## config.mk

```make
export PLATFORM = sky130hd
export DESIGN_NAME = dust_sensor_reply_parser
export DESIGN_NICKNAME = d
export VERILOG_FILES = /design/src/rtl/dsrp_pkg.sv /design/src/rtl/dsrp_ram.sv /design/src/rtl/dsrp_front.sv /design/src/rtl/dsrp_queue.sv /design/src/rtl/dsrp_back.sv /design/src/rtl/dust_sensor_reply_parser.sv
export VERILOG_INCLUDE_DIRS = /design/src /design/src/rtl
export SDC_FILE = /design/constraint.sdc
export NUM_CORES = 1
export LEC_CHECK = 0
export ABC_AREA = 1
export BUFFER_PORTS_ARGS = -buffer_cell sky130_fd_sc_hd__buf_2
export CAP_MARGIN = 10
export CORE_MARGIN = 10
export CORE_UTILIZATION = 67
export CTS_CLUSTER_DIAMETER = 80
export CTS_CLUSTER_SIZE = 25
export DETAILED_ROUTE_END_ITERATION = 8
export GPL_TIMING_DRIVEN = 0
export PLACE_DENSITY = 0.84
export REMOVE_ABC_BUFFERS = 1
export SYNTH_ARGS = -nofsm -noshare
export SYNTH_HDL_FRONTEND = slang
export SYNTH_HIERARCHICAL = 1
export SYNTH_SLANG_ARGS = --single-unit
```

## constraint.sdc

```tcl
create_clock -name clk -period 6.5 [get_ports clk]
set_input_delay 1.3 -clock clk [delete_from_list [all_inputs] [get_ports clk]]
set_output_delay 1.3 -clock clk [all_outputs]
set_load 0.05 [all_outputs]
```

## src/rtl/assert_macros.svh

```systemverilog
// Assertion macros for the RTL file that carries concurrent checks.
`ifndef ASSERT_MACROS_SVH
`define ASSERT_MACROS_SVH

// The condition must hold at every clock edge outside reset.
`define CHECK_ALWAYS(lbl, clk, rst_n, expr) \
	lbl: assert property (@(posedge clk) disable iff (!rst_n) (expr)) \
		else $error("check failed");

// When the antecedent holds, the consequent must hold in the same cycle.
`define CHECK_IMPLY(lbl, clk, rst_n, ante, cons) \
	lbl: assert property (@(posedge clk) disable iff (!rst_n) (ante) |-> (cons)) \
		else $error("check failed");

// When the antecedent holds, the consequent must hold in the next cycle.
`define CHECK_NEXT(lbl, clk, rst_n, ante, cons) \
	lbl: assert property (@(posedge clk) disable iff (!rst_n) (ante) |=> (cons)) \
		else $error("check failed");

`endif

```

## src/rtl/dsrp_pkg.sv

```systemverilog
// Types, constants and decode tables shared by the reply parser modules.
`timescale 1ns / 1ps

package dsrp_pkg;

	localparam logic [7:0] HEADER_BYTE = 8'h16;
	localparam logic [7:0] CMD_MEASURE = 8'h0B;
	localparam logic [7:0] CMD_STATUS  = 8'h0C;
	localparam logic [7:0] CMD_FACTOR  = 8'h07;
	localparam logic [7:0] CMD_CODES   = 8'h1F;

	localparam logic [7:0] FIRST_DATA_POS = 8'd3;
	localparam logic [7:0] ALARM_POS      = 8'd51;
	localparam logic [3:0] ALARM_INDEX    = 4'd10;
	localparam logic [3:0] LAST_CODE      = 4'd4;
	localparam logic [7:0] LEN_OVERHEAD   = 8'd3;

	localparam logic [7:0] MEAS_POS [10] = '{
		8'd3, 8'd7, 8'd11, 8'd15, 8'd27, 8'd31, 8'd35, 8'd39, 8'd43, 8'd47
	};

	typedef enum logic [2:0] {
		ERR_NONE,
		ERR_HEADER,
		ERR_SHORT,
		ERR_SUM,
		ERR_CMD
	} err_t;

	typedef enum logic [1:0] {
		KIND_ERR,
		KIND_MEAS,
		KIND_ONE,
		KIND_CODES
	} kind_t;

	typedef enum logic [1:0] {
		BK_IDLE,
		BK_READ,
		BK_OUT
	} bk_state_t;

	typedef struct packed {
		logic       bank;
		err_t       err;
		logic [7:0] cmd;
		kind_t      kind;
		logic [7:0] count;
	} job_t;

	typedef struct packed {
		logic valid;
		logic bank;
	} rel_t;

	function automatic logic [7:0] item_pos(input kind_t kind, input logic [3:0] idx);
		logic [7:0] pos;
		pos = FIRST_DATA_POS;
		unique case (kind)
			KIND_MEAS: begin
				if (idx == ALARM_INDEX) begin
					pos = ALARM_POS;
				end else if (idx < ALARM_INDEX) begin
					pos = MEAS_POS[idx];
				end
			end
			KIND_CODES: pos = FIRST_DATA_POS + {3'b000, idx, 1'b0};
			KIND_ONE:   pos = FIRST_DATA_POS;
			KIND_ERR:   pos = FIRST_DATA_POS;
			default:    pos = FIRST_DATA_POS;
		endcase
		return pos;
	endfunction

	function automatic logic [2:0] item_len(input kind_t kind, input logic [3:0] idx);
		logic [2:0] len;
		len = 3'd0;
		unique case (kind)
			KIND_MEAS:  len = (idx == ALARM_INDEX) ? 3'd1 : 3'd4;
			KIND_CODES: len = 3'd2;
			KIND_ONE:   len = 3'd1;
			KIND_ERR:   len = 3'd0;
			default:    len = 3'd0;
		endcase
		return len;
	endfunction

	function automatic logic item_last(input kind_t kind, input logic [3:0] idx);
		logic last;
		last = 1'b1;
		unique case (kind)
			KIND_MEAS:  last = (idx == ALARM_INDEX);
			KIND_CODES: last = (idx == LAST_CODE);
			KIND_ONE:   last = 1'b1;
			KIND_ERR:   last = 1'b1;
			default:    last = 1'b1;
		endcase
		return last;
	endfunction

endpackage

```

## src/rtl/dsrp_ram.sv

```systemverilog
// Generic single-write, single-read RAM with a registered read port.
`timescale 1ns / 1ps

module dsrp_ram #(
	parameter int WIDTH = 8,
	parameter int DEPTH = 128
) (
	input  logic                     clk,
	input  logic                     we,
	input  logic [$clog2(DEPTH)-1:0] waddr,
	input  logic [WIDTH-1:0]         wdata,
	input  logic [$clog2(DEPTH)-1:0] raddr,
	output logic [WIDTH-1:0]         rdata
);

	logic [WIDTH-1:0] mem_q [DEPTH];

	always_ff @(posedge clk) begin
		if (we) begin
			mem_q[waddr] <= wdata;
		end
		rdata <= mem_q[raddr];
	end

endmodule

```

## src/rtl/dsrp_front.sv

```systemverilog
// Front end: takes reply bytes, fills a frame bank, checks the frame and queues a job.
`timescale 1ns / 1ps

module dsrp_front #(
	parameter int FRAME_DEPTH = 64
) (
	input  logic                          clk,
	input  logic                          arst_n,
	input  logic                          rx_valid,
	output logic                          rx_stall,
	input  logic [7:0]                    rx_byte,
	input  logic                          frame_end,
	output logic                          mem_we,
	output logic [$clog2(FRAME_DEPTH):0]  mem_waddr,
	output logic [7:0]                    mem_wdata,
	output logic                          job_push,
	output dsrp_pkg::job_t                job,
	input  dsrp_pkg::rel_t                rel
);

	import dsrp_pkg::*;

	localparam int AW = $clog2(FRAME_DEPTH);

	logic [7:0] cnt_q;
	logic [7:0] sum_q;
	logic [7:0] b0_q;
	logic [7:0] b1_q;
	logic [7:0] b2_q;
	logic       bank_q;
	logic [1:0] busy_q;

	logic       accept;
	logic [7:0] cnt_nxt;
	logic [7:0] sum_nxt;
	logic [7:0] h0;
	logic [7:0] h1;
	logic [7:0] h2;
	err_t       err;
	kind_t      kind;

	assign rx_stall = busy_q[bank_q];
	assign accept   = rx_valid && !rx_stall;
	assign cnt_nxt  = (cnt_q == 8'hFF) ? cnt_q : cnt_q + 8'd1;
	assign sum_nxt  = sum_q + rx_byte;

	assign mem_we    = accept && (cnt_q != 8'hFF) && ({1'b0, cnt_q} < 9'(FRAME_DEPTH));
	assign mem_waddr = {bank_q, cnt_q[AW-1:0]};
	assign mem_wdata = rx_byte;

	// Header bytes as seen with the current beat included; missing ones read as zero.
	assign h0 = (cnt_q == 8'd0) ? rx_byte : b0_q;
	assign h1 = (cnt_q == 8'd1) ? rx_byte : ((cnt_q > 8'd1) ? b1_q : 8'd0);
	assign h2 = (cnt_q == 8'd2) ? rx_byte : ((cnt_q > 8'd2) ? b2_q : 8'd0);

	always_comb begin
		err  = ERR_NONE;
		kind = KIND_ERR;
		if (h0 != HEADER_BYTE) begin
			err = ERR_HEADER;
		end else if ({1'b0, cnt_nxt} < ({1'b0, h1} + {1'b0, LEN_OVERHEAD})) begin
			err = ERR_SHORT;
		end else if (sum_nxt != 8'd0) begin
			err = ERR_SUM;
		end else begin
			unique case (h2)
				CMD_MEASURE:           kind = KIND_MEAS;
				CMD_STATUS, CMD_FACTOR: kind = KIND_ONE;
				CMD_CODES:             kind = KIND_CODES;
				default:               err  = ERR_CMD;
			endcase
		end
	end

	assign job_push   = accept && frame_end;
	assign job.bank   = bank_q;
	assign job.err    = err;
	assign job.cmd    = h2;
	assign job.kind   = kind;
	assign job.count  = cnt_nxt;

	always_ff @(posedge clk or negedge arst_n) begin
		if (!arst_n) begin
			cnt_q  <= 8'd0;
			sum_q  <= 8'd0;
			bank_q <= 1'b0;
			busy_q <= 2'b00;
		end else begin
			if (accept) begin
				if (frame_end) begin
					cnt_q  <= 8'd0;
					sum_q  <= 8'd0;
					bank_q <= !bank_q;
				end else begin
					cnt_q <= cnt_nxt;
					sum_q <= sum_nxt;
				end
			end
			if (job_push) begin
				busy_q[bank_q] <= 1'b1;
			end
			if (rel.valid) begin
				busy_q[rel.bank] <= 1'b0;
			end
		end
	end

	always_ff @(posedge clk) begin
		if (accept) begin
			if (cnt_q == 8'd0) begin
				b0_q <= rx_byte;
			end
			if (cnt_q == 8'd1) begin
				b1_q <= rx_byte;
			end
			if (cnt_q == 8'd2) begin
				b2_q <= rx_byte;
			end
		end
	end

endmodule

```

## src/rtl/dsrp_queue.sv

```systemverilog
// Two-entry job queue between the front end and the decoder.
`timescale 1ns / 1ps

module dsrp_queue (
	input  logic           clk,
	input  logic           arst_n,
	input  logic           push,
	input  dsrp_pkg::job_t push_job,
	input  logic           pop,
	output logic           q_valid,
	output logic           q_full,
	output dsrp_pkg::job_t q_job
);

	import dsrp_pkg::*;

	job_t       slot_q [2];
	logic       wr_ptr_q;
	logic       rd_ptr_q;
	logic [1:0] fill_q;

	assign q_valid = (fill_q != 2'd0);
	assign q_full  = (fill_q == 2'd2);
	assign q_job   = slot_q[rd_ptr_q];

	always_ff @(posedge clk or negedge arst_n) begin
		if (!arst_n) begin
			wr_ptr_q <= 1'b0;
			rd_ptr_q <= 1'b0;
			fill_q   <= 2'd0;
		end else begin
			if (push) begin
				wr_ptr_q <= !wr_ptr_q;
			end
			if (pop) begin
				rd_ptr_q <= !rd_ptr_q;
			end
			if (push && !pop) begin
				fill_q <= fill_q + 2'd1;
			end else if (pop && !push) begin
				fill_q <= fill_q - 2'd1;
			end
		end
	end

	always_ff @(posedge clk) begin
		if (push) begin
			slot_q[wr_ptr_q] <= push_job;
		end
	end

endmodule

```

## src/rtl/dsrp_back.sv

```systemverilog
// Decoder: reads the frame bank byte by byte and emits the run of result beats.
`timescale 1ns / 1ps

module dsrp_back #(
	parameter int FRAME_DEPTH = 64
) (
	input  logic                          clk,
	input  logic                          arst_n,
	input  logic                          q_valid,
	input  dsrp_pkg::job_t                q_job,
	output logic                          job_pop,
	output logic [$clog2(FRAME_DEPTH):0]  mem_raddr,
	input  logic [7:0]                    mem_rdata,
	output dsrp_pkg::rel_t                rel,
	output logic                          res_valid,
	input  logic                          res_stall,
	output logic [2:0]                    error_code,
	output logic [7:0]                    command,
	output logic [3:0]                    item_index,
	output logic [31:0]                   item_value,
	output logic                          last_item
);

	import dsrp_pkg::*;

	localparam int AW = $clog2(FRAME_DEPTH);

	bk_state_t   state_q;
	bk_state_t   state_d;
	job_t        job_q;
	logic [3:0]  idx_q;
	logic [2:0]  k_q;
	logic [31:0] acc_q;
	logic        rd_ok_s1;
	logic        res_valid_q;

	logic [7:0]  pos;
	logic [2:0]  len;
	logic        last;
	logic [7:0]  off;
	logic        out_free;
	logic        load_out;
	logic        shift_in;
	logic [7:0]  rd_byte;

	assign pos      = item_pos(job_q.kind, idx_q);
	assign len      = item_len(job_q.kind, idx_q);
	assign last     = item_last(job_q.kind, idx_q);
	assign off      = pos + {5'd0, k_q};
	assign out_free = !res_valid_q || !res_stall;
	assign rd_byte  = rd_ok_s1 ? mem_rdata : 8'd0;

	assign mem_raddr = {job_q.bank, off[AW-1:0]};
	assign res_valid = res_valid_q;

	always_comb begin
		state_d = state_q;
		unique case (state_q)
			BK_IDLE: begin
				if (q_valid) begin
					state_d = (q_job.kind == KIND_ERR) ? BK_OUT : BK_READ;
				end
			end
			BK_READ: begin
				if (k_q == len) begin
					state_d = BK_OUT;
				end
			end
			BK_OUT: begin
				if (out_free) begin
					state_d = last ? BK_IDLE : BK_READ;
				end
			end
			default: state_d = BK_IDLE;
		endcase
	end

	always_comb begin
		job_pop   = 1'b0;
		load_out  = 1'b0;
		shift_in  = 1'b0;
		rel.valid = 1'b0;
		rel.bank  = job_q.bank;
		unique case (state_q)
			BK_IDLE: job_pop = q_valid;
			BK_READ: shift_in = (k_q != 3'd0);
			BK_OUT: begin
				load_out  = out_free;
				rel.valid = out_free && last;
			end
			default: job_pop = 1'b0;
		endcase
	end

	always_ff @(posedge clk or negedge arst_n) begin
		if (!arst_n) begin
			state_q     <= BK_IDLE;
			res_valid_q <= 1'b0;
		end else begin
			state_q     <= state_d;
			res_valid_q <= load_out || (res_valid_q && res_stall);
		end
	end

	always_ff @(posedge clk) begin
		rd_ok_s1 <= (off < job_q.count);
		if (job_pop) begin
			job_q <= q_job;
			idx_q <= 4'd0;
			k_q   <= 3'd0;
			acc_q <= 32'd0;
		end
		if (state_q == BK_READ && k_q != len) begin
			k_q <= k_q + 3'd1;
		end
		if (shift_in) begin
			acc_q <= {acc_q[23:0], rd_byte};
		end
		if (load_out) begin
			error_code <= job_q.err;
			command    <= job_q.cmd;
			item_index <= idx_q;
			item_value <= acc_q;
			last_item  <= last;
			idx_q      <= idx_q + 4'd1;
			k_q        <= 3'd0;
			acc_q      <= 32'd0;
		end
	end

endmodule

```

## src/rtl/dust_sensor_reply_parser.sv

```systemverilog
// Top level of the dust sensor reply parser: front end, job queue, decoder and frame RAM.
//
//  channel | handshake            | fields
//  --------+----------------------+----------------------------------------------------
//  rx      | rx_valid, rx_stall   | rx_byte, frame_end
//  res     | res_valid, res_stall | error_code, command, item_index, item_value, last_item
//
// A byte beat is taken every cycle unless the bank it would fill is still queued or being decoded.
// Frames alternate between two RAM banks, so one frame can arrive while the previous one decodes.
// The single RAM read port sets the result rate: an item's bytes are read one at a time before its beat is loaded.
// Unreceived positions read as zero through the stored byte count; no clearing pass is needed.
// A stalled result beat holds in the output register while the next item is being read.
`timescale 1ns / 1ps

`include "assert_macros.svh"

module dust_sensor_reply_parser #(
	parameter int FRAME_DEPTH = 64
) (
	input  logic        clk,
	input  logic        arst_n,
	input  logic        rx_valid,
	output logic        rx_stall,
	input  logic [7:0]  rx_byte,
	input  logic        frame_end,
	output logic        res_valid,
	input  logic        res_stall,
	output logic [2:0]  error_code,
	output logic [7:0]  command,
	output logic [3:0]  item_index,
	output logic [31:0] item_value,
	output logic        last_item
);

	import dsrp_pkg::*;

	localparam int AW    = $clog2(FRAME_DEPTH);
	localparam int DEPTH = 2 * (2 ** AW);

	logic          mem_we;
	logic [AW:0]   mem_waddr;
	logic [7:0]    mem_wdata;
	logic [AW:0]   mem_raddr;
	logic [7:0]    mem_rdata;
	logic          job_push;
	job_t          job;
	logic          job_pop;
	logic          q_valid;
	logic          q_full;
	job_t          q_job;
	rel_t          rel;

	dsrp_front #(
		.FRAME_DEPTH(FRAME_DEPTH)
	) u_front (
		.clk       (clk),
		.arst_n    (arst_n),
		.rx_valid  (rx_valid),
		.rx_stall  (rx_stall),
		.rx_byte   (rx_byte),
		.frame_end (frame_end),
		.mem_we    (mem_we),
		.mem_waddr (mem_waddr),
		.mem_wdata (mem_wdata),
		.job_push  (job_push),
		.job       (job),
		.rel       (rel)
	);

	dsrp_queue u_queue (
		.clk      (clk),
		.arst_n   (arst_n),
		.push     (job_push),
		.push_job (job),
		.pop      (job_pop),
		.q_valid  (q_valid),
		.q_full   (q_full),
		.q_job    (q_job)
	);

	dsrp_ram #(
		.WIDTH(8),
		.DEPTH(DEPTH)
	) u_ram (
		.clk   (clk),
		.we    (mem_we),
		.waddr (mem_waddr),
		.wdata (mem_wdata),
		.raddr (mem_raddr),
		.rdata (mem_rdata)
	);

	dsrp_back #(
		.FRAME_DEPTH(FRAME_DEPTH)
	) u_back (
		.clk        (clk),
		.arst_n     (arst_n),
		.q_valid    (q_valid),
		.q_job      (q_job),
		.job_pop    (job_pop),
		.mem_raddr  (mem_raddr),
		.mem_rdata  (mem_rdata),
		.rel        (rel),
		.res_valid  (res_valid),
		.res_stall  (res_stall),
		.error_code (error_code),
		.command    (command),
		.item_index (item_index),
		.item_value (item_value),
		.last_item  (last_item)
	);

	`CHECK_IMPLY(a_push_has_room, clk, arst_n, job_push, !q_full || job_pop)
	`CHECK_IMPLY(a_pop_has_job, clk, arst_n, job_pop, q_valid)
	`CHECK_IMPLY(a_mid_run_ok, clk, arst_n, res_valid && !last_item, error_code == ERR_NONE)
	`CHECK_IMPLY(a_error_beat_form, clk, arst_n, res_valid && error_code != ERR_NONE, item_value == 32'd0 && item_index == 4'd0 && last_item)
	`CHECK_NEXT(a_release_frees_decoder, clk, arst_n, rel.valid, !res_valid || last_item)

endmodule
```

Yosys cells after proc, flatten, opt, wreduce, memory -nomap -nowiden
Memories as Yosys holds them, arrays and structs flattened. A register that Yosys moved wholly into a read port is not among the register bits. Cells that the tools add are included.

Bits in registers: 160. RAM bits: 1068. ROM bits: 128. Memories kept: 3.

Add/sub/neg operators: 9. Order comparisons: 11. Eq/ne operators: 21. Mux-type cells: 55. Bitwise operators: 4. Reduce and logical (&&, ||, !) cells: 39.

Memory list: u_ram.mem_q (depth 128, bits a word 8, rd ports 1, clocked after memory_dff 1, write ports 1, RTL line dsrp_ram.sv:16) `logic [WIDTH-1:0] mem_q [DEPTH];`; (name not given) (depth 16, bits a word 8, rd ports 1, clocked after memory_dff 0, write ports 0, RTL line dsrp_pkg.sv:64) `pos = MEAS_POS[idx];`; u_queue.slot_q (depth 2, bits a word 22, rd ports 1, clocked after memory_dff 0, write ports 1, RTL line dsrp_queue.sv:17) `job_t slot_q [2];`.

Operator list (number): $mux W8 (13); $mux W32 (2); $pmux W8 S3 (1); $mux W2 (11); $mux W3 (7); $eq A8 B4 Y1 const B (2); $mux W1 (13); $pmux W2 S3 (2); $pmux W3 S4 (1); $logic_and A1 B1 Y1 (11); $reduce_bool A2 Y1 (5); $add A8 B2 Y9 const B (1); $lt A8 B9 Y1 (1); $add A8 B1 Y8 const B (1); $add A8 B3 Y8 (1); $add A8 B8 Y8 (1); $eq A8 B1 Y1 const B (1); $eq A8 B2 Y1 const B (1); $eq A8 B3 Y1 const B (1); $eq A8 B5 Y1 const B (1); $eq A8 B8 Y1 const B (1); $gt A8 B1 Y1 const B (1); $gt A8 B2 Y1 const B (1); $logic_not A1 Y1 (8); 36 further kinds (51).

Depth between registers and ports, before layout
Depth in word-level cells: 9. Gate-level depth with buffers: 23. Mapped depth without buffers: 22.

Modules after synthesis
The synthesis kept the hierarchy.

Modules (own cells, without submodules): dsrp_ram (times used 1, cells an instance 3575, area an instance 42104.1 um2); dsrp_back (times used 1, cells an instance 374, area an instance 4400.5 um2); dsrp_front (times used 1, cells an instance 365, area an instance 3119.2 um2); dsrp_queue (times used 1, cells an instance 93, area an instance 1798.0 um2).

Least setup slack after synthesis
Ideal clock, no wire load.

Path type: input to register. Start: input rx_byte[1]. End: memory u_queue/slot_q[0][19] in the netlist's numbering (data pin). Library setup time: 252 ps. Arrival: 3069 ps. Data required time: 6248 ps. Path slack: 3180 ps. Stages: 17. Buffers on the path: 0. Cells stage by stage: inv_1 > nor2_1 > a31oi_1 > ha_1 > nor2_4 > xor2_1 > ha_1 > inv_1 > o31a_1 > nand2_1 > nand2_1 > nand2_1 > nand2_1 > nand2_1 > nand3_2 > nand2_1 > inv_1.

RTL lines: start, declared (RTL line dust_sensor_reply_parser.sv:24) `input logic [7:0] rx_byte,`; end, declared (RTL line dsrp_queue.sv:17).

Worst setup path after layout
Start: register u_front.bank_q. End: memory u_ram.mem_q[66][5] (enable).

Longest elaborated chain between the ends: 8.

Ends and longest elaborated chain: start, declared (RTL line dsrp_front.sv:30) `logic bank_q;`; start signal, assigned (RTL line dsrp_front.sv:93) `bank_q <= !bank_q;`; $mux W1 (not written as such) (2 in series) (RTL line dsrp_front.sv:42) `assign rx_stall = busy_q[bank_q];`; $logic_not A1 Y1 (RTL line dsrp_front.sv:43) `assign accept = rx_valid && !rx_stall;`; $logic_and A1 B1 Y1 (RTL line dsrp_front.sv:43); $logic_and A1 B1 Y1 (2 in series) (RTL line dsrp_front.sv:47) `assign mem_we = accept && (cnt_q != 8'hFF) && ({1'b0, cnt_q} < 9'(FRAME_DEPTH));`; via mem_we (RTL line dust_sensor_reply_parser.sv:40) `logic mem_we;`; $mux W1 (RTL line dsrp_ram.sv:19) `if (we) begin`; $mux W1 (not written as such) (RTL line dsrp_ram.sv:20) `mem_q[waddr] <= wdata;`; end, declared (RTL line dsrp_ram.sv:16).

The timed path passes the listed nets, and every way through them passes these cells. The select of a mux whose other input is x is not followed.

==> reports/metrics.csv <==
stage;metric;value;unit
logic_synthesis;average footprint of a synthesized cell;11.7;um2
logic_synthesis;Syn Inst Count;4406;
floorplan;die extent in x;297;um
clock_network;total CTS buffers;55;
setup_path;crit path cell chain;inv_1, nand2_1, nand3_1, nor2_1, nand2_1, nor2_1;
detailed_routing;total number of vias;33400;
detailed_routing;post-route antenna net violation count;0;
sta;final critical-path required period;4690;ps
clock_network;setup fix buffers added after clock tree synthesis;0;
clock_network;clock latency at the later pin of the worst-skew pair;670;ps
clock_network;CTS Hold Buffers Added;0;
clock_network;total of cells resized after clock tree synthesis;0;
place;Post-Place Worst Slack;1430;ps
setup_path;worst path required time;6780;ps
setup_path;startpoint types;register;
clock_network;total clock sinks;1236;
grt;global-route wire length before repair;177000;um
sta;setup tns final;0;ps
sta;actual slew at the worst max-slew pin;1350;ps
grt;Overflow after GRT;0;
cells_and_area;share of cells above drive strength 1;5.86;%
detailed_routing;sum of routed wire length over all layers;115000;um
power_and_ir_drop;static leakage power;19.1;nW
setup_path;data arrival at the endpoint of the critical path;4970;ps
sta;count of final setup violators;0;
status;run status;finished, final reports clean;
cells_and_area;total area of multi-input combinational cells;12800;um2
grt;overall track demand over capacity in global routing;25.3;%
floorplan;die outline area;88200;um2
power_and_ir_drop;power consumption;26.7;mW
floorplan;Cell Rows;101;
sta;Worst Setup Slack, final;1810;ps
cells_and_area;area grow syn2layout;4.61;%
grt;number of global-route vias before repair;31600;
sta;Fin Clk Skew;22.6;ps
setup_path;CP max-delay cell;nor2_1;
sta;Hold Slack;426;ps
floorplan;vertical extent of the die;297;um
floorplan;area inside the core boundary;75900;um2
worst_hold_path;class of the tightest hold or removal check;reg -> reg;
cells_and_area;NumNets Final;4341;
clock_network;clock tree from TritonCTS;yes;
place;half-perimeter wire length after placement;66500;um
detailed_routing;via/cell ratio;6.24;
clock_network;maximum root-to-sink buffer count;3;
grt;pin count of the biggest net entering global routing;222;
clock_network;clock tree root driver cell;clkbuf_16;
detailed_routing;total iterations of the first detailed-routing run;6;
grt;initial antenna violation count;0;
detailed_routing;DR DRC count;0;
cells_and_area;number of fillers in the final layout;4776;
clock_network;H-tree depth;2;
setup_path;Largest stage delay, worst path;1060;ps
detailed_routing;violation count after the first detailed-route iteration;4828;
setup_path;kind of critical path;reg -> reg;
place;routability congestion estimate;0.849;
setup_path;CP Max Fanout;14;
sta;Highest Clock Rate;213;MHz
sta;final worst path period share;72.1;%
setup_path;Crit. End Element;register;
floorplan;initial cell density of the core;67.7;%
sta;setup repair after global routing missed its margin;false;
sta;worst slew margin relative to its limit;9.57;%
clock_network;clock-pin slew of the registers on the worst-case setup and hold paths;90;ps
power_and_ir_drop;power per cell area;496;nW/um2
place;Buffers on Ports;62;
detailed_routing;detail-routed net length per standard cell;21.6;um
cells_and_area;total area of sequential cells;36500;um2
floorplan;count of boundary I/O pins;63;
logic_synthesis;post-synth design cell area;51400;um2
power_and_ir_drop;worst IR drop on VDD;0.000646;V
cells_and_area;final std cells w/o fill;5347;
logic_synthesis;count of warnings emitted by yosys;6;
sta;number of pins with negative max-slew slack in the final report;0;
place;Cell Count Post-Placement;5263;
run;max_cap viols;0;
sta;final number of hold-violating endpoints;0;
## stage by stage
stage / utilization [%] / cell area (um2)
finish: 70.8 / 53800
global route: 70.8 / 53800
CTS: 70.8 / 53800
detailed placement: 68.8 / 52300
global placement: 67.7 / 51400
floorplan: - / 49800
## sequential cells by signal, summed over array words and instances, names as in the netlist, 2 cells and up
| signal | flops |
|---|---|
| u_queue/slot_q | 44 |
| u_back/error_code | 3 |
| u_ram/rdata | 8 |
| u_front/cnt_q | 8 |
| u_back/item_index | 4 |
| u_front/busy_q | 2 |
| u_queue/fill_q | 2 |
| u_front/b2_q | 8 |
| u_front/b0_q | 8 |
| u_back/acc_q | 32 |
| u_back/state_q | 2 |
| u_back/idx_q | 4 |
| u_back/command | 8 |
| u_front/sum_q | 8 |
| u_back/item_value | 32 |
| u_back/job_q | 21 |
| u_back/k_q | 3 |
| u_front/b1_q | 8 |
| u_ram/mem_q | 1024 |
## cell type report
cell class	count	share of cell area, %
diodes	2	0.00930
repair buffers	96	2.04
well taps	1030	2.40
clock inverters	6	0.0861
clock buffers	75	2.74
flip-flops and latches	1236	67.9
multi-input cells	2781	23.9
inverters	121	0.940
## where the power goes
group / internal (mW) / leakage (nW) / switching, mW
clock: 1.59 / 0.735 / 2.26
combinational: 3.72 / 7.15 / 9.59
sequential: 9.25 / 11.2 / 0.268
## worst max-delay path: cells and delay by family, from the launching register on
family,cells,cell delay (ps)
buffers and inverters,1,110
flip-flops,1,640
AND/OR/NAND/NOR,5,3560
## final timing paths
path                                       start                    to  slack (ps)  cells after the start
worst max register to register    u_front/bank_q    u_ram/mem_q[66][5]        1810                      6
worst max-delay path              u_front/bank_q    u_ram/mem_q[66][5]        1810                      6
worst min register to register  u_back/job_q[20]  u_back/error_code[2]         430                      0
min in group asynchronous                 arst_n      u_back/res_valid         670                      1
worst min-delay path            u_back/job_q[20]  u_back/error_code[2]         430                      0
max in group asynchronous                 arst_n      u_front/sum_q[6]        5360                      1
## per-layer routing
layer | part of all wire (%) | global-route usage (%) | wire length, um
met3 | 11 | 3.95 | 12200
met2 | 49 | 41.5 | 56000
met5 | 0 | 0 | 0
met4 | 3.4 | 9.09 | 3880
met1 | 37 | 34.3 | 43200
## placed cells by master, fill, tap and decap left out, types with 22 or more instances in the layout
master and count:
edfxtp_1 1166, dfrtp_1 26, nand3_1 1006, a21oi_1 53
nor2_1 172, ha_1 35, buf_2 54, nand2_1 1341
mux2_2 22, clkbuf_16 56, dfxtp_1 44, inv_1 96
Note: power is estimated with default switching activity, not from simulation.
